**src/rtl/ttt_pkg.sv**
```systemverilog
// Package for the tick task timer table.
// Shared constants, enums, payload structs and table entry layout.
// No dependencies.
package ttt_pkg;

    localparam int MAX_SLOTS  = 16;
    localparam int SLOT_W     = (MAX_SLOTS > 2) ? $clog2(MAX_SLOTS) : 1;
    localparam int RESULT_CAP = 16;
    localparam int RES_CNT_W  = $clog2(RESULT_CAP + 1);
    localparam int TICK_W     = 16;

    typedef enum logic [2:0] {
        CMD_REGISTER = 3'd0,
        CMD_DELAY    = 3'd1,
        CMD_SLEEP    = 3'd2,
        CMD_WAKEUP   = 3'd3,
        CMD_DELETE   = 3'd4,
        CMD_TICK     = 3'd5,
        CMD_DISPATCH = 3'd6
    } cmd_t;

    typedef enum logic [1:0] {
        MODE_IDLE  = 2'd0,
        MODE_READY = 2'd1,
        MODE_SUSP  = 2'd2,
        MODE_SLEEP = 2'd3
    } mode_t;

    typedef enum logic [2:0] {
        STAT_OK   = 3'd0,
        STAT_ERR  = 3'd1,
        STAT_FULL = 3'd2,
        STAT_DUE  = 3'd3,
        STAT_NONE = 3'd4
    } status_t;

    typedef enum logic [2:0] {
        FSM_IDLE,
        FSM_SINGLE,
        FSM_WALK,
        FSM_FLUSH
    } fsm_t;

    typedef struct packed {
        logic [2:0]        cmd;
        logic [3:0]        slot;
        logic [TICK_W-1:0] tick_count;
        logic [TICK_W-1:0] reload_period;
    } in_item_t;

    typedef struct packed {
        logic [2:0] status;
        logic [3:0] slot_out;
        logic       last;
    } out_item_t;

    typedef struct packed {
        mode_t             mode;
        logic [TICK_W-1:0] ticks;
        logic [TICK_W-1:0] period;
    } entry_t;

    localparam int ENTRY_W = $bits(entry_t);

    typedef struct packed {
        logic   wr;
        logic   hit;
        logic   due;
        entry_t entry;
    } alu_res_t;

endpackage

```
**src/rtl/ttt_ram.sv**
```systemverilog
// Generic single-port-write, single-port-read RAM with registered read.
// No dependencies.
module ttt_ram #(
    parameter int WIDTH = 8,
    parameter int DEPTH = 16
) (
    input  logic                                  aclk,
    input  logic                                  wr_en,
    input  logic [((DEPTH > 2) ? $clog2(DEPTH) : 1)-1:0] wr_addr,
    input  logic [WIDTH-1:0]                      wr_data,
    input  logic [((DEPTH > 2) ? $clog2(DEPTH) : 1)-1:0] rd_addr,
    output logic [WIDTH-1:0]                      rd_data
);

    logic [WIDTH-1:0] mem_reg [DEPTH];
    logic [WIDTH-1:0] rd_data_reg;

    always_ff @(posedge aclk) begin
        if (wr_en) begin
            mem_reg[wr_addr] <= wr_data;
        end
        rd_data_reg <= mem_reg[rd_addr];
    end

    assign rd_data = rd_data_reg;

endmodule

```
**src/rtl/ttt_slot_alu.sv**
```systemverilog
// Per-entry update logic: new entry and flags for one command on one slot.
// Depends on ttt_pkg.
module ttt_slot_alu (
    input  logic [2:0]                  cmd,
    input  logic [ttt_pkg::TICK_W-1:0]  tick_count,
    input  logic [ttt_pkg::TICK_W-1:0]  reload_period,
    input  ttt_pkg::entry_t             cur,
    output ttt_pkg::alu_res_t           res
);
    import ttt_pkg::*;

    logic [TICK_W-1:0] dec;

    assign dec = (cur.ticks != '0) ? cur.ticks - 1'b1 : '0;

    always_comb begin
        res       = '0;
        res.entry = cur;
        case (cmd)
            CMD_REGISTER: begin
                res.hit          = (cur.mode == MODE_IDLE);
                res.wr           = res.hit;
                res.entry.mode   = (tick_count != '0) ? MODE_SUSP : MODE_READY;
                res.entry.ticks  = tick_count;
                res.entry.period = reload_period;
            end
            CMD_DELAY: begin
                res.hit         = (cur.mode != MODE_IDLE);
                res.wr          = res.hit;
                res.entry.mode  = MODE_SUSP;
                res.entry.ticks = tick_count;
            end
            CMD_SLEEP: begin
                res.hit         = (cur.mode != MODE_IDLE) && (cur.mode != MODE_SLEEP);
                res.wr          = res.hit;
                res.entry.mode  = MODE_SLEEP;
                res.entry.ticks = '0;
            end
            CMD_WAKEUP: begin
                res.hit         = (cur.mode == MODE_SLEEP);
                res.wr          = res.hit;
                res.entry.mode  = MODE_READY;
                res.entry.ticks = '0;
            end
            CMD_DELETE: begin
                res.hit   = (cur.mode != MODE_IDLE);
                res.wr    = res.hit;
                res.entry = '0;
            end
            CMD_TICK: begin
                res.wr          = (cur.mode == MODE_SUSP);
                res.entry.ticks = dec;
                res.entry.mode  = (dec == '0) ? MODE_READY : MODE_SUSP;
            end
            CMD_DISPATCH: begin
                res.due = (cur.mode == MODE_READY);
                res.wr  = res.due;
                if (cur.period != '0) begin
                    res.entry.mode  = MODE_SUSP;
                    res.entry.ticks = cur.period;
                end else begin
                    res.entry = '0;
                end
            end
            default: begin
                res.wr = 1'b0;
            end
        endcase
    end

endmodule

```
**src/rtl/tick_task_timer_table.sv**
```systemverilog
// Tick task timer table: slot table in RAM with a read-modify-write sequencer.
// Delay, sleep, wakeup, delete: read, update in SINGLE, result from FLUSH; one item at a time.
// Register: walks from slot 0 and stops at the lowest idle slot; a full table walks every slot.
// Tick and dispatch: walk every slot, one table read per cycle while the walk is not stalled;
// dispatch stalls the walk while a due result waits on the downstream side.
// aresetn (synchronous) clears control and per-entry valid bits; ready right away.
module tick_task_timer_table (
    input  logic                aclk,
    input  logic                aresetn,
    input  logic                s_valid,
    output logic                s_ready,
    input  ttt_pkg::in_item_t   s_item,
    output logic                m_valid,
    input  logic                m_ready,
    output ttt_pkg::out_item_t  m_item
);
    import ttt_pkg::*;

    localparam logic [SLOT_W-1:0] LAST_IDX = SLOT_W'(MAX_SLOTS - 1);

    fsm_t                 state_reg, state_next;
    in_item_t             item_reg, item_next;
    logic [SLOT_W-1:0]    idx_reg, idx_next;
    logic [RES_CNT_W-1:0] rcnt_reg, rcnt_next;
    out_item_t            pend_reg, pend_next;
    logic                 pend_vld_reg, pend_vld_next;
    logic                 m_valid_reg, m_valid_next;
    out_item_t            m_item_reg, m_item_next;
    logic [MAX_SLOTS-1:0] vld_reg, vld_next;

    logic                 wr_en;
    logic [SLOT_W-1:0]    rd_addr;
    logic [ENTRY_W-1:0]   rd_data;
    entry_t               cur_entry;
    alu_res_t             alu;
    logic                 push;
    out_item_t            push_item;

    logic at_end, out_free, slot_ok, in_walk, in_single;
    logic dsp_stall, walk_done, cap_hit;

    ttt_ram #(
        .WIDTH (ENTRY_W),
        .DEPTH (MAX_SLOTS)
    ) u_ram (
        .aclk    (aclk),
        .wr_en   (wr_en),
        .wr_addr (idx_reg),
        .wr_data (alu.entry),
        .rd_addr (rd_addr),
        .rd_data (rd_data)
    );

    assign cur_entry = vld_reg[idx_reg] ? entry_t'(rd_data) : '0;

    ttt_slot_alu u_alu (
        .cmd           (item_reg.cmd),
        .tick_count    (item_reg.tick_count),
        .reload_period (item_reg.reload_period),
        .cur           (cur_entry),
        .res           (alu)
    );

    assign s_ready  = (state_reg == FSM_IDLE);
    assign m_valid  = m_valid_reg;
    assign m_item   = m_item_reg;
    assign out_free = !m_valid_reg || m_ready;
    assign at_end   = (idx_reg == LAST_IDX);
    assign cap_hit  = (rcnt_reg == RES_CNT_W'(RESULT_CAP - 1));
    assign slot_ok  = (int'(s_item.slot) < MAX_SLOTS);

    assign in_walk   = (s_item.cmd == CMD_REGISTER) || (s_item.cmd == CMD_TICK)
                    || (s_item.cmd == CMD_DISPATCH);
    assign in_single = ((s_item.cmd == CMD_DELAY) || (s_item.cmd == CMD_SLEEP)
                    || (s_item.cmd == CMD_WAKEUP) || (s_item.cmd == CMD_DELETE)) && slot_ok;

    assign dsp_stall = (state_reg == FSM_WALK) && (item_reg.cmd == CMD_DISPATCH)
                    && alu.due && pend_vld_reg && !out_free;

    always_comb begin
        case (item_reg.cmd)
            CMD_REGISTER: walk_done = alu.hit || at_end;
            CMD_DISPATCH: walk_done = at_end || (alu.due && cap_hit);
            default:      walk_done = at_end;
        endcase
    end

    // next state
    always_comb begin
        state_next = state_reg;
        case (state_reg)
            FSM_IDLE: begin
                if (s_valid) begin
                    if (in_walk) begin
                        state_next = FSM_WALK;
                    end else if (in_single) begin
                        state_next = FSM_SINGLE;
                    end else begin
                        state_next = FSM_FLUSH;
                    end
                end
            end
            FSM_SINGLE: state_next = FSM_FLUSH;
            FSM_WALK: begin
                if (!dsp_stall && walk_done) begin
                    state_next = FSM_FLUSH;
                end
            end
            FSM_FLUSH: begin
                if (out_free) begin
                    state_next = FSM_IDLE;
                end
            end
            default: state_next = FSM_IDLE;
        endcase
    end

    // datapath and outputs
    always_comb begin
        item_next     = item_reg;
        idx_next      = idx_reg;
        rcnt_next     = rcnt_reg;
        pend_next     = pend_reg;
        pend_vld_next = pend_vld_reg;
        rd_addr       = idx_reg;
        wr_en         = 1'b0;
        push          = 1'b0;
        push_item     = pend_reg;
        case (state_reg)
            FSM_IDLE: begin
                if (s_valid) begin
                    item_next     = s_item;
                    idx_next      = in_walk ? '0 : SLOT_W'(s_item.slot);
                    rd_addr       = idx_next;
                    rcnt_next     = '0;
                    pend_next     = '{status: STAT_ERR, slot_out: 4'd0, last: 1'b0};
                    pend_vld_next = !in_walk && !in_single;
                end
            end
            FSM_SINGLE: begin
                wr_en         = alu.wr;
                pend_next     = '{status: (alu.hit ? STAT_OK : STAT_ERR),
                                  slot_out: 4'd0, last: 1'b0};
                pend_vld_next = 1'b1;
            end
            FSM_WALK: begin
                if (!dsp_stall) begin
                    wr_en = alu.wr;
                    case (item_reg.cmd)
                        CMD_REGISTER: begin
                            if (alu.hit) begin
                                pend_next     = '{status: STAT_OK, slot_out: 4'(idx_reg),
                                                  last: 1'b0};
                                pend_vld_next = 1'b1;
                            end else if (at_end) begin
                                pend_next     = '{status: STAT_FULL, slot_out: 4'd0,
                                                  last: 1'b0};
                                pend_vld_next = 1'b1;
                            end
                        end
                        CMD_TICK: begin
                            if (at_end) begin
                                pend_next     = '{status: STAT_OK, slot_out: 4'd0,
                                                  last: 1'b0};
                                pend_vld_next = 1'b1;
                            end
                        end
                        CMD_DISPATCH: begin
                            if (alu.due) begin
                                push           = pend_vld_reg;
                                push_item.last = 1'b0;
                                pend_next      = '{status: STAT_DUE, slot_out: 4'(idx_reg),
                                                   last: 1'b0};
                                pend_vld_next  = 1'b1;
                                rcnt_next      = rcnt_reg + 1'b1;
                            end
                        end
                        default: begin
                            pend_vld_next = pend_vld_reg;
                        end
                    endcase
                    if (!walk_done) begin
                        idx_next = SLOT_W'(idx_reg + 1'b1);
                        rd_addr  = idx_next;
                    end
                end
            end
            FSM_FLUSH: begin
                if (out_free) begin
                    push = 1'b1;
                    if (pend_vld_reg) begin
                        push_item.last = 1'b1;
                    end else begin
                        push_item = '{status: STAT_NONE, slot_out: 4'd0, last: 1'b1};
                    end
                end
            end
            default: begin
                wr_en = 1'b0;
            end
        endcase
    end

    always_comb begin
        vld_next = vld_reg;
        if (wr_en) begin
            vld_next[idx_reg] = 1'b1;
        end
        m_valid_next = m_valid_reg;
        m_item_next  = m_item_reg;
        if (push) begin
            m_valid_next = 1'b1;
            m_item_next  = push_item;
        end else if (m_ready) begin
            m_valid_next = 1'b0;
        end
    end

    always_ff @(posedge aclk) begin
        if (!aresetn) begin
            state_reg    <= FSM_IDLE;
            pend_vld_reg <= 1'b0;
            m_valid_reg  <= 1'b0;
            vld_reg      <= '0;
            rcnt_reg     <= '0;
            idx_reg      <= '0;
        end else begin
            state_reg    <= state_next;
            pend_vld_reg <= pend_vld_next;
            m_valid_reg  <= m_valid_next;
            vld_reg      <= vld_next;
            rcnt_reg     <= rcnt_next;
            idx_reg      <= idx_next;
        end
    end

    always_ff @(posedge aclk) begin
        item_reg   <= item_next;
        pend_reg   <= pend_next;
        m_item_reg <= m_item_next;
    end

endmodule
```
**config.mk**
```make
export PLATFORM = sky130hd
export DESIGN_NAME = tick_task_timer_table
export DESIGN_NICKNAME = d
export VERILOG_FILES = /design/src/rtl/ttt_pkg.sv /design/src/rtl/ttt_ram.sv /design/src/rtl/ttt_slot_alu.sv /design/src/rtl/tick_task_timer_table.sv
export SDC_FILE = /design/constraint.sdc
export NUM_CORES = 1
export LEC_CHECK = 0
export BUFFER_PORTS_ARGS = -buffer_cell sky130_fd_sc_hd__clkbuf_2
export CORE_ASPECT_RATIO = 0.9
export CORE_UTILIZATION = 50
export DETAILED_ROUTE_END_ITERATION = 12
export PLACE_DENSITY = 0.77
export SLEW_MARGIN = 25
export SYNTH_ARGS = -nofsm -noshare
export SYNTH_HDL_FRONTEND = slang
export SYNTH_HIERARCHICAL = 1
export SYNTH_SLANG_ARGS = --single-unit
```
**constraint.sdc**
```tcl
create_clock -name aclk -period 14.1 [get_ports aclk]
set_clock_uncertainty 0.05 [all_clocks]
set_input_delay 2.115 -clock aclk [delete_from_list [all_inputs] [get_ports aclk]]
set_output_delay 2.115 -clock aclk [all_outputs]
set_load 0.005 [all_outputs]
```
# Word level (Yosys, flattened, before mapping)
# Memories as Yosys holds them, arrays and structs flattened. A register that Yosys moved wholly into a read port is not among the register bits.
# Index checks and enable logic that the tools add are counted.
# classes
addsub	3
magnitude_cmp	2
eq_ne	31
mux	66
n_bitwise	1
n_reduce_logical	40
# ops
operator	count
$pmux W18 S7	1
$mux W8	7
$pmux W16 S3	1
$pmux W8 S3	2
$reduce_bool A16 Y1	3
$mux W34	1
$mux W16	2
$mux W1	21
$mux W5	4
$eq A3 B2 Y1 const B	6
$eq A3 B3 Y1 const B	6
$mux W18	1
$logic_not A16 Y1	1
$mux W4	4
$or A16 B16 Y16	1
$sub A16 B1 Y16 const B	1
$mux W7	2
$pmux W3 S4	1
$ne A2 B2 Y1 const B	5
$pmux W5 S2	1
$reduce_and A5 Y1	2
$eq A3 B1 Y1 const B	3
$logic_and A1 B1 Y1	9
$logic_not A3 Y1	3
other kinds (30)	55
# word_totals
register_bits	81
mem_bits_rw	544
output_inout_bits	10
elab_cells	159
n_memories	1
# memory_table
memory	words	word_bits	read_ports	rd_clocked_by_memory_dff	wr	line_no	rtl
u_ram.mem_reg	16	34	1	1	1	ttt_ram.sv:15	logic [WIDTH-1:0] mem_reg [DEPTH];

# Logic depth before layout (Yosys ltp)
# Gate-level depths: netlist (run 1).
# depth
ltp_word	12
ltp_mapped	22
depth_no_buf	17

# Cells and area by module
# Netlist (run 1), hierarchy kept.
# modules_own_cells
mod	n_inst	cells_per_inst	area_each_um2	seq_area_each_um2
ttt_ram	1	888	21076.5	17016.3
tick_task_timer_table	1	333	3763.6	2052.0
ttt_slot_alu	1	209	1428.9	0.0

# Worst setup path after synthesis (run 1)
# No wires, ideal clock.
# synth_path
kind	register -> register
start	reg idx_reg[1]
end	mem u_ram/mem_reg[0][0] in the netlist's numbering (enable)
setup_ns	0.467
arrival_ns	6.113
required_time_ns	13.583
path_slack_ns	7.470
stages_incl_launch_ff	18
path_buffers	2
synth_period_minus_slack_ns	6.630
path_cell_list	dfxtp_1 clkbuf_1 mux4_2 mux2i_1 mux2_2 buf_4 nor2b_1 inv_1 ha_1 mux2i_1 nor2_1 a21oi_1 o21ai_0 a21o_1 nand2_1 a21oi_2 or3b_2 nor3_1
# synth_lines
element	line_no	rtl
start, declared	tick_task_timer_table.sv:23	logic [SLOT_W-1:0] idx_reg, idx_next;
start signal, assigned	tick_task_timer_table.sv:233	idx_reg <= idx_next;
end, declared	ttt_ram.sv:15	

==> run metrics, run 1 <==
status=finished clean; Int Power=3.75 mW; Post-CTS Setup Inserts=0; htree depth=2; Die Wd=244 um; Top FF cell, synth=edfxtp_1; worst hold slack=412 ps; Clock Power Share=30.8%; via count=14300; DP Cell Count=2131; Post-Synthesis Cells=1430; register area=19100 sq um; Port Buffers=52; drt first-iter violations=1811; CP endpoint kind=flip-flop; hpwl dp=33400 um; relative slew slack=28.6%; max FFs per register=544; first drt pass iteration count=6; Least-Margin Pin Slew=1060 ps; Area Overhead vs Synth=11.9%; post_cts resized=0; core area=51800 sq um; final hold violations=0; Peak VDD IR=128 uV; register area share after synthesis=72.6%; Clock Latency Late Sink=650 ps; Worst path max stage delay=850 ps; Crit Path Category=flip-flop to flip-flop; PwrDens=176 nW/um^2; DP Worst Slack=6450 ps; Ys Warns=6; number of routed nets with antenna violations=0; CTS Sinks=656; I/O pin cnt=53; Post-Layout Cell Count=2247; Buf/Inv on CP=3; CP arrival=8160 ps; crit start category=flip-flop; drt total wl=61000 um; GR Overflow Total=0; critical path required time=14570 ps; fin crit period=7690 ps; final net count=1566; CTS Hold Bufs=0; Critical Path Slowest Stage Cell=dfxtp_1; ys async rst share=0%; Sequential Power Share=46.2%; DR DRC count=0; Slew Limit Fails=0; Filler cells=3798; Syn Nets=1490; Antenna diodes=0; Initial Util=50.7%; class of the worst hold path=flip-flop to flip-flop; GP Congestion=0.911; share of total power in combinational logic=23.0%; worst-path fanout max=52; first-pass GRT wire length=90300 um; number of enable flip-flop cells after synthesis=593; switching portion of total power=27.6%; delay-heaviest family, CP=multiplexers; CTS tree=done; clk slew on worst S/H paths=60 ps; Fmax=130 MHz; GRT Total Usage=23.1%; Mapped Avg Cell Area=18.4 sq um; die area=53500 sq um; Tot Pwr=5.18 mW; final period utilization=54.6%; vias in the first global route=14300; routed len/inst=27.1 um; flop2flop setup slack=6410 ps; unrepaired setup endpoints after global routing=no; CTS Buf Count=61; P_sw=1.43 mW; critical-path cell list=mux4_2, mux2i_1, mux2_2, nor2b_1, inv_1, ha_1, xor2_1, a21oi_1, o21ai_0, or3b_2, a21oi_1, o21ai_0, nand4_1, buf_6, buf_4, mux4_2, a22oi_1, nand2_1; Final WS setup=6410 ps; Die Ht=219 um; Max-Cap Viols=0; Syn Std Cell Area=26300 sq um; Seq cells post-synth=656; final setup fails=0; Synth cell types=81; Leakage=9.46 nW; area of the multi-input gates=6840 sq um; Via-to-Cell Ratio=6.38; Core Rows=79; share of cells above drive strength 1=23.8%; initial antenna violation count=0; Final TNS setup=0 ps; CTS max path bufs=3; pin count of the biggest net entering global routing=64; root buf cell=clkbuf_16
## power by group through the flow
| stage | Clock [mW] | Sequential [mW] | Combinational (mW) |
|---|---|---|---|
| final | 1.60 | 2.39 | 1.19 |
| after global routing | 1.69 | 2.40 | 1.28 |
| after CTS | 1.62 | 2.39 | 1.19 |
| after detailed placement | 0 | 2.43 | 1.18 |
| after global placement | 0 | 2.43 | 1.15 |
| after floorplan | 0 | 2.39 | 0.940 |
## synthesized netlist by cell type (5+ instances only)
| cell | number | area (sq um) |
|---|---|---|
| a22o_1 | 12 | 105 |
| o22a_1 | 7 | 61.3 |
| nor4_1 | 11 | 68.8 |
| and2_1 | 15 | 93.8 |
| o21a_1 | 12 | 90.1 |
| edfxtp_1 | 593 | 17800 |
| nor3_1 | 13 | 65.1 |
| mux4_2 | 140 | 3150 |
| mux2i_1 | 8 | 80.1 |
| nor2b_1 | 40 | 250 |
| buf_4 | 5 | 37.5 |
| or4_1 | 5 | 37.5 |
| nor2_1 | 43 | 161 |
| a22oi_1 | 70 | 526 |
| and3_1 | 5 | 31.3 |
| o21ai_0 | 30 | 150 |
| o211ai_1 | 5 | 37.5 |
| nand3_1 | 10 | 50.1 |
| clkbuf_1 | 39 | 146 |
| nand2b_1 | 11 | 68.8 |
| a32o_1 | 6 | 60.1 |
| a21oi_1 | 32 | 160 |
| a221o_1 | 9 | 90.1 |
| xnor2_1 | 5 | 43.8 |
| inv_1 | 21 | 78.8 |
| buf_6 | 6 | 67.6 |
| buf_2 | 18 | 90.1 |
| ha_1 | 17 | 213 |
| nand4_1 | 6 | 37.5 |
| a31oi_1 | 6 | 37.5 |
| nand2_1 | 79 | 297 |
| dfxtp_1 | 63 | 1260 |
## metrics by stage
stage | utilization [%] | cell area (sq um)
final | 56.7 | 29400
after global routing | 56.7 | 29400
after CTS | 56.7 | 29400
after detailed placement | 52.9 | 27400
after global placement | 52.9 | 27400
after floorplan | - | 26300
## path summary, 6_finish.rpt
path	startpoint	to	cells past startpoint
min reg2reg	vld_reg[3]	vld_reg[3]	2
max	idx_reg[0]	u_ram/rd_data[13]	18
max reg2reg	idx_reg[0]	u_ram/rd_data[13]	18
min	vld_reg[3]	vld_reg[3]	2
## placed cells by master (no fill, tap or decap), types with 12 or more instances in the layout
| master | n |
|---|---|
| edfxtp_1 | 593 |
| mux4_2 | 140 |
| nand2_1 | 78 |
| a22oi_1 | 70 |
| dfxtp_1 | 63 |
| clkbuf_16 | 62 |
| clkbuf_2 | 52 |
| nor2b_1 | 38 |
| buf_4 | 38 |
| o21ai_0 | 30 |
| nor2_1 | 29 |
| a21oi_1 | 29 |
| inv_1 | 21 |
| clkinv_2 | 18 |
| ha_1 | 17 |
| and2_1 | 14 |
| nor2_4 | 13 |
| o21a_1 | 12 |
| a22o_1 | 12 |
| clkbuf_1 | 12 |
## cells by family (layout without fill, tap and decap cells)
group / Yosys count / after routing / share of synthesized area [%]
and+or+nand+nor: 269 / 269 / 5.54
buffers and inverters: 100 / 229 / 2.01
muxes: 149 / 149 / 12.4
adders and majority gates: 17 / 17 / 0.810
DFF: 656 / 656 / 72.6
xor gates and xnor gates: 8 / 8 / 0.267
AOI/OAI and AO/OA: 231 / 231 / 6.43
## layer usage
layer / global-route usage, % / routed length, um / up-vias
met1: 31.9 / 23800 / 7345
met2: 36.1 / 28500 / 882
met4: 7.15 / 1400 / 0
met3: 6.04 / 7250 / 107
li1: - / - / 5996
met5: 0 / 0 / -
## worst reg2reg max path, cell delays in order, from the launching register on
cell and delay (ps):
dfxtp_1 850, mux4_2 590, mux2i_1 180, mux2_2 820, nor2b_1 260, inv_1 160
ha_1 190, xor2_1 160, a21oi_1 80, o21ai_0 740, or3b_2 540, a21oi_1 160
o21ai_0 150, nand4_1 410, buf_6 650, buf_4 710, mux4_2 600, a22oi_1 220
nand2_1 70
## cell type report
class | instances | area share [%]
timing repair buffer | 92 | 1.93
inverter | 21 | 0.268
sequential | 656 | 64.9
clock buffer | 74 | 5.43
tap | 688 | 2.93
multi-input combinational | 674 | 23.3
clock inverter | 42 | 1.26
No activity file was read; power rests on OpenSTA's default activity.
==> run 2: changes to the inputs <==
==> constraint.sdc (replaced) <==
create_clock -name aclk -period 7.8 [get_ports aclk]
set_clock_uncertainty 0.05 [all_clocks]
set_input_delay 1.17 -clock aclk [delete_from_list [all_inputs] [get_ports aclk]]
set_output_delay 1.17 -clock aclk [all_outputs]
set_load 0.005 [all_outputs]
==> run 2 against run 1 <==
Sequential share of layout area down 0.20 points. Final cell count increased by 0.18%. Maximum frequency is 31% higher. Via count down 0.30%. Critical path type unchanged. First-iteration DRC count unchanged. Global-route usage down 0.34 points. Largest power group unchanged. Highest routed layer unchanged.
==> run metrics, run 2 (synthesized netlist as in run 1, its figures left out) <==
PwrDens=319 nW/um^2 (+81%); Critical R2R Launch=idx_reg[0]; hold depth=2 (unchanged); Leakage=9.52 nW (+0.60%); Critical R2R Capture=u_ram/rd_data[29]; core area=51800 sq um (unchanged); routed len/inst=26.6 um (-1.8%); Clock Latency Late Sink=660 ps (about the same); die area=53500 sq um (unchanged); Slew Limit Fails=0 (unchanged); final setup fails=0 (unchanged); drt total wl=59900 um (-1.7%); Worst Hold Path EP=vld_reg[3]; critical path required time=8250 ps (-6320 ps); Area Overhead vs Synth=12.2%; CTS Sinks=656 (unchanged); commonest cells after routing, fill and taps aside=edfxtp_1 (593), mux4_2 (140), nand2_1 (78), a22oi_1 (70), dfxtp_1 (63); pin count of the biggest net entering global routing=93 (+45%); number of routed nets with antenna violations=0 (unchanged); Core Rows=79 (unchanged); vias in the first global route=14100 (-1.5%); drt first-iter violations=1811 (unchanged); flop2flop setup slack=1920 ps (-4480 ps); CTS Hold Bufs=0 (unchanged); htree depth=2 (unchanged); CP arrival=6330 ps (-1830 ps); class of the worst hold path=flip-flop to flip-flop; Core Util, Final=56.9% (+0.17 points); Max-Cap Viols=0 (unchanged); Reg2Reg Depth=15 (-3); unrepaired setup endpoints after global routing=no; max FFs per register=544 (unchanged); Tot Pwr=9.39 mW (+81%); Antenna diodes=0 (unchanged); relative slew slack=35.7% (+7.0 points); Post-CTS Setup Inserts=0 (unchanged); Final TNS setup=0 ps (unchanged); Die Ht=219 um (unchanged); Fmax=170 MHz (+31%); met3 GRT Util=4.91% (-1.1 points); Crit Path Category=flip-flop to flip-flop; first-pass GRT wire length=89100 um (-1.3%); Initial Util=50.7% (unchanged); final net count=1571 (+0.32%); initial antenna violation count=1 (+1); CP endpoint kind=flip-flop; post_cts resized=0 (unchanged); worst hold start=vld_reg[3]; DR DRC count=0 (unchanged); Least-Margin Pin Slew=965 ps (-99.8 ps); share of cells above drive strength 1=24.1% (+0.26 points); CTS Buf Count=60 (-1.6%); final period utilization=75.3% (+21 points); Filler cells=3831 (+0.87%); hpwl dp=33600 um (+0.42%); Port Buffers=52 (unchanged); fin crit period=5880 ps (-1820 ps); first drt pass iteration count=6 (unchanged); CTS tree=done; I/O pin cnt=53 (unchanged); GR Overflow Total=0 (unchanged); Die Wd=244 um (unchanged); global routing's busiest layer=met2; commonest non-fill, non-tap cell in the layout=edfxtp_1; GP Congestion=0.902 (-1.0%); CTS max path bufs=3 (unchanged); final hold violations=0 (unchanged); Via-to-Cell Ratio=6.35 (-0.48%); worst-path fanout max=63 (+21%); GRT Total Usage=22.7% (-0.34 points); met2 Usage GRT=34.9% (-1.2 points); status=finished clean; Peak VDD IR=265 uV (+110%); root buf cell=clkbuf_16; via count=14300 (-0.30%); met1 Use GR=32.7% (+0.76 points); clk slew on worst S/H paths=60 ps (about the same); crit start category=flip-flop
## run 2: worst max-delay path by stage
stage	from	to	depth (start not counted)
2_1_floorplan	idx_reg[1]	u_ram/mem_reg[0][0]	17
3_3_place_gp	idx_reg[0]	u_ram/rd_data[25]	15
3_5_place_dp	idx_reg[0]	u_ram/rd_data[31]	15
4_1_cts	idx_reg[0]	u_ram/rd_data[29]	15
5_1_grt	idx_reg[0]	u_ram/rd_data[32]	15
6_report	idx_reg[0]	u_ram/rd_data[29]	15
## run 2: final cells by class
class / count / area (sq um) / share of cell area (%)
flip-flops and latches: 656 / 19100 / 64.7
multi-input cells: 674 / 6840 / 23.2
clock buffers: 84 / 1690 / 5.74
well taps: 688 / 861 / 2.92
repair buffers: 98 / 622 / 2.11
clock inverters: 30 / 312 / 1.06
inverters: 21 / 78.8 / 0.267
## run 2: power breakdown
group	switching, mW	internal (mW)	total, mW
clock network	1.29	1.63	2.92
registers	0.123	4.21	4.33
logic	1.17	0.974	2.14
total	2.58	6.81	9.39
## run 2: critical path, stage by stage, from the launching register on
cell and delay (ps):
dfxtp_1 860, mux4_2 590, mux2i_1 160, mux2_2 210
nor2b_1 80, inv_1 140, ha_1 190, nor3b_1 700
nand4_1 300, o211ai_1 410, o311ai_0 340, nand2_4 180
buf_4 750, mux4_2 420, a22oi_1 230, nand2_1 90
## run 2: stage by stage
step | setup slack, ps | cell area [sq um] | hold WS, ps | instances
6_report | 1920 | 29500 | 407 | 2251
5_1_grt | 1420 | 29500 | 445 | 2251
4_1_cts | 1940 | 29500 | 411 | 2251
3_5_place_dp | 1990 | 27500 | 400 | 2137
3_3_place_gp | 2000 | 27400 | 392 | 2137
2_1_floorplan | 1170 | 26300 | 370 | 1430
## run 2: layer usage
layer  share of wire (%)  vias to the layer above
met1                  41                     7353
met4                 2.5                        0
met2                  46                      819
met5                   0                        -
li1                    -                     6012
met3                  11                      103
==> run 3: changes to the inputs <==
--- a/config.mk
+++ b/config.mk
@@ -9,7 +9,7 @@
 export CORE_ASPECT_RATIO = 0.9
 export CORE_UTILIZATION = 50
 export DETAILED_ROUTE_END_ITERATION = 12
-export PLACE_DENSITY = 0.77
+export PLACE_DENSITY = 0.79
 export SLEW_MARGIN = 25
 export SYNTH_ARGS = -nofsm -noshare
 export SYNTH_HDL_FRONTEND = slang
==> constraint.sdc (replaced) <==
create_clock -name aclk -period 5.3 [get_ports aclk]
set_clock_uncertainty 0.05 [all_clocks]
set_input_delay 0.795 -clock aclk [delete_from_list [all_inputs] [get_ports aclk]]
set_output_delay 0.795 -clock aclk [all_outputs]
set_load 0.005 [all_outputs]
==> run 3 against run 2 <==
Highest routed layer unchanged. Core utilization up 0.89 points. Critical endpoint is now u_ram/rd_data[21]. Sequential share of layout area down 0.99 points. Die area unchanged.
==> run metrics, run 3 (synthesized netlist as in run 1, its figures left out) <==
critical path required time=5750 ps (-2500 ps); Core Util, Final=57.8% (+0.89 points); Slew Limit Fails=0 (unchanged); status=finished clean; class of the worst hold path=input port to flip-flop; PwrDens=477 nW/um^2 (+50%); DP Worst Slack=173 ps (-1820 ps); Fmax=205 MHz (+20%); GP Congestion=0.915 (+1.5%); CTS Buf Count=60 (unchanged); Port Buffers=52 (unchanged); Tot Pwr=14.3 mW (+52%); Post-Layout Cell Count=2260 (+0.40%); drt total wl=61500 um (+2.6%); Initial Util=50.7% (unchanged); clk slew on worst S/H paths=70 ps (about the same); Max-Cap Viols=0 (unchanged); Worst Hold Path EP=item_reg[28]; unrepaired setup endpoints after global routing=no; Via-to-Cell Ratio=6.43 (+1.4%); final hold violations=0 (unchanged); final net count=1580 (+0.57%); CP endpoint kind=flip-flop; first-pass GRT wire length=90900 um (+2.1%); GR Overflow Total=0 (unchanged); Least-Margin Pin Slew=1030 ps (+68.1 ps); Die Wd=244 um (unchanged); CTS Sinks=656 (unchanged); Clock Latency Late Sink=660 ps (about the same); Final TNS setup=0 ps (unchanged); Reg2Reg Depth=20 (+5); worst-path fanout max=28 (-56%); share of cells above drive strength 1=24.9% (+0.88 points); Leakage=9.67 nW (+1.6%); vias in the first global route=14500 (+3.1%); first drt pass iteration count=6 (unchanged); final period utilization=92.1% (+17 points); register area=19100 sq um (about the same); Filler cells=3741 (-2.3%); CP arrival=5330 ps (-1000 ps); Critical R2R Launch=idx_reg[0]; Peak VDD IR=334 uV (+26%); via count=14500 (+1.8%); area of the multi-input gates=6850 sq um (+0.16%); drt first-iter violations=2130 (+18%); I/O pin cnt=53 (unchanged); DR DRC count=0 (unchanged); htree depth=2 (unchanged); max FFs per register=544 (unchanged); final setup fails=0 (unchanged); commonest cells after routing, fill and taps aside=edfxtp_1 (593), mux4_2 (140), nand2_1 (78), a22oi_1 (70); root buf cell=clkbuf_16; Crit Path Category=flip-flop to flip-flop; pin count of the biggest net entering global routing=137 (+47%); DP Cell Count=2145 (+0.37%); relative slew slack=30.6% (-5.1 points); CTS max path bufs=3 (unchanged); core area=51800 sq um (unchanged); die area=53500 sq um (unchanged); routed len/inst=27.2 um (+2.2%); Antenna diodes=0 (unchanged); initial antenna violation count=0 (-1); GRT Total Usage=23.1% (+0.38 points); worst hold slack=265 ps (-143 ps); Critical R2R Capture=u_ram/rd_data[21]; number of routed nets with antenna violations=0 (unchanged); CTS tree=done; hpwl dp=32400 um (-3.5%); crit start category=flip-flop; commonest non-fill, non-tap cell in the layout=edfxtp_1; flop2flop setup slack=420 ps (-1510 ps); Final WS setup=419 ps (-1510 ps); Area Overhead vs Synth=13.9%; Post-CTS Setup Inserts=0 (unchanged); Die Ht=219 um (unchanged); fin crit period=4880 ps (-994 ps); DP Area=27800 sq um (+1.2%); Core Rows=79 (unchanged); CTS Hold Bufs=0 (unchanged); worst hold start=s_item[28]; final instance area=29900 sq um (+1.6%); hold depth=1 (-1)
run 3: cell type report:
| cell class | instances | area share [%] |
|---|---|---|
| Clock buffer | 77 | 5.60 |
| Clock inverter | 37 | 1.45 |
| Inverter | 21 | 0.263 |
| Multi-Input combinational cell | 674 | 22.9 |
| Sequential cell | 656 | 63.7 |
| Tap cell | 688 | 2.88 |
| Timing Repair Buffer | 107 | 3.21 |
run 3: worst max-delay path, cell delays in order (launching register included):
cell	delay [ps]
dfxtp_2	380
mux4_2	350
mux2i_1	60
mux2_2	300
nor2b_1	240
inv_1	130
ha_1	290
mux2i_1	60
nor2_1	110
a21oi_1	50
o21ai_0	140
buf_4	170
or3b_2	490
a21oi_1	150
o21ai_0	130
nand4_1	210
buf_12	230
buf_12	270
mux4_2	540
a22oi_1	250
nand2_1	110
run 3: worst max path at each step:
| stage | end | cells after the start | startpoint | slack, ps |
|---|---|---|---|---|
| 2_1_floorplan | u_ram/mem_reg[1][0] | 17 | idx_reg[1] | -470 |
| 3_3_place_gp | u_ram/rd_data[23] | 18 | idx_reg[0] | 240 |
| 3_5_place_dp | u_ram/rd_data[23] | 18 | idx_reg[0] | 170 |
| 4_1_cts | u_ram/rd_data[21] | 18 | idx_reg[0] | 160 |
| 5_1_grt | u_ram/rd_data[15] | 19 | idx_reg[0] | 80 |
| 6_report | u_ram/rd_data[21] | 20 | idx_reg[0] | 420 |
run 3: repair_timing:
| item | in CTS | in global routing |
|---|---|---|
| endpoints found under the setup margin | 0 | 34 |
| gates resized for setup | 0 | 2 |
| endpoints found under the hold margin | 0 | 0 |
run 3: where the power goes:
group	leakage (nW)	internal (mW)	switching, mW
registers	5.99	6.19	0.153
clock network	1.03	2.60	1.94
logic	2.66	1.56	1.85
run 3: routing by layer:
layer	share of wire [%]	GRT usage, %
met1	40	32.8
met2	46	36.0
met3	11	5.08
met4	2.6	7.21
met5	0	0
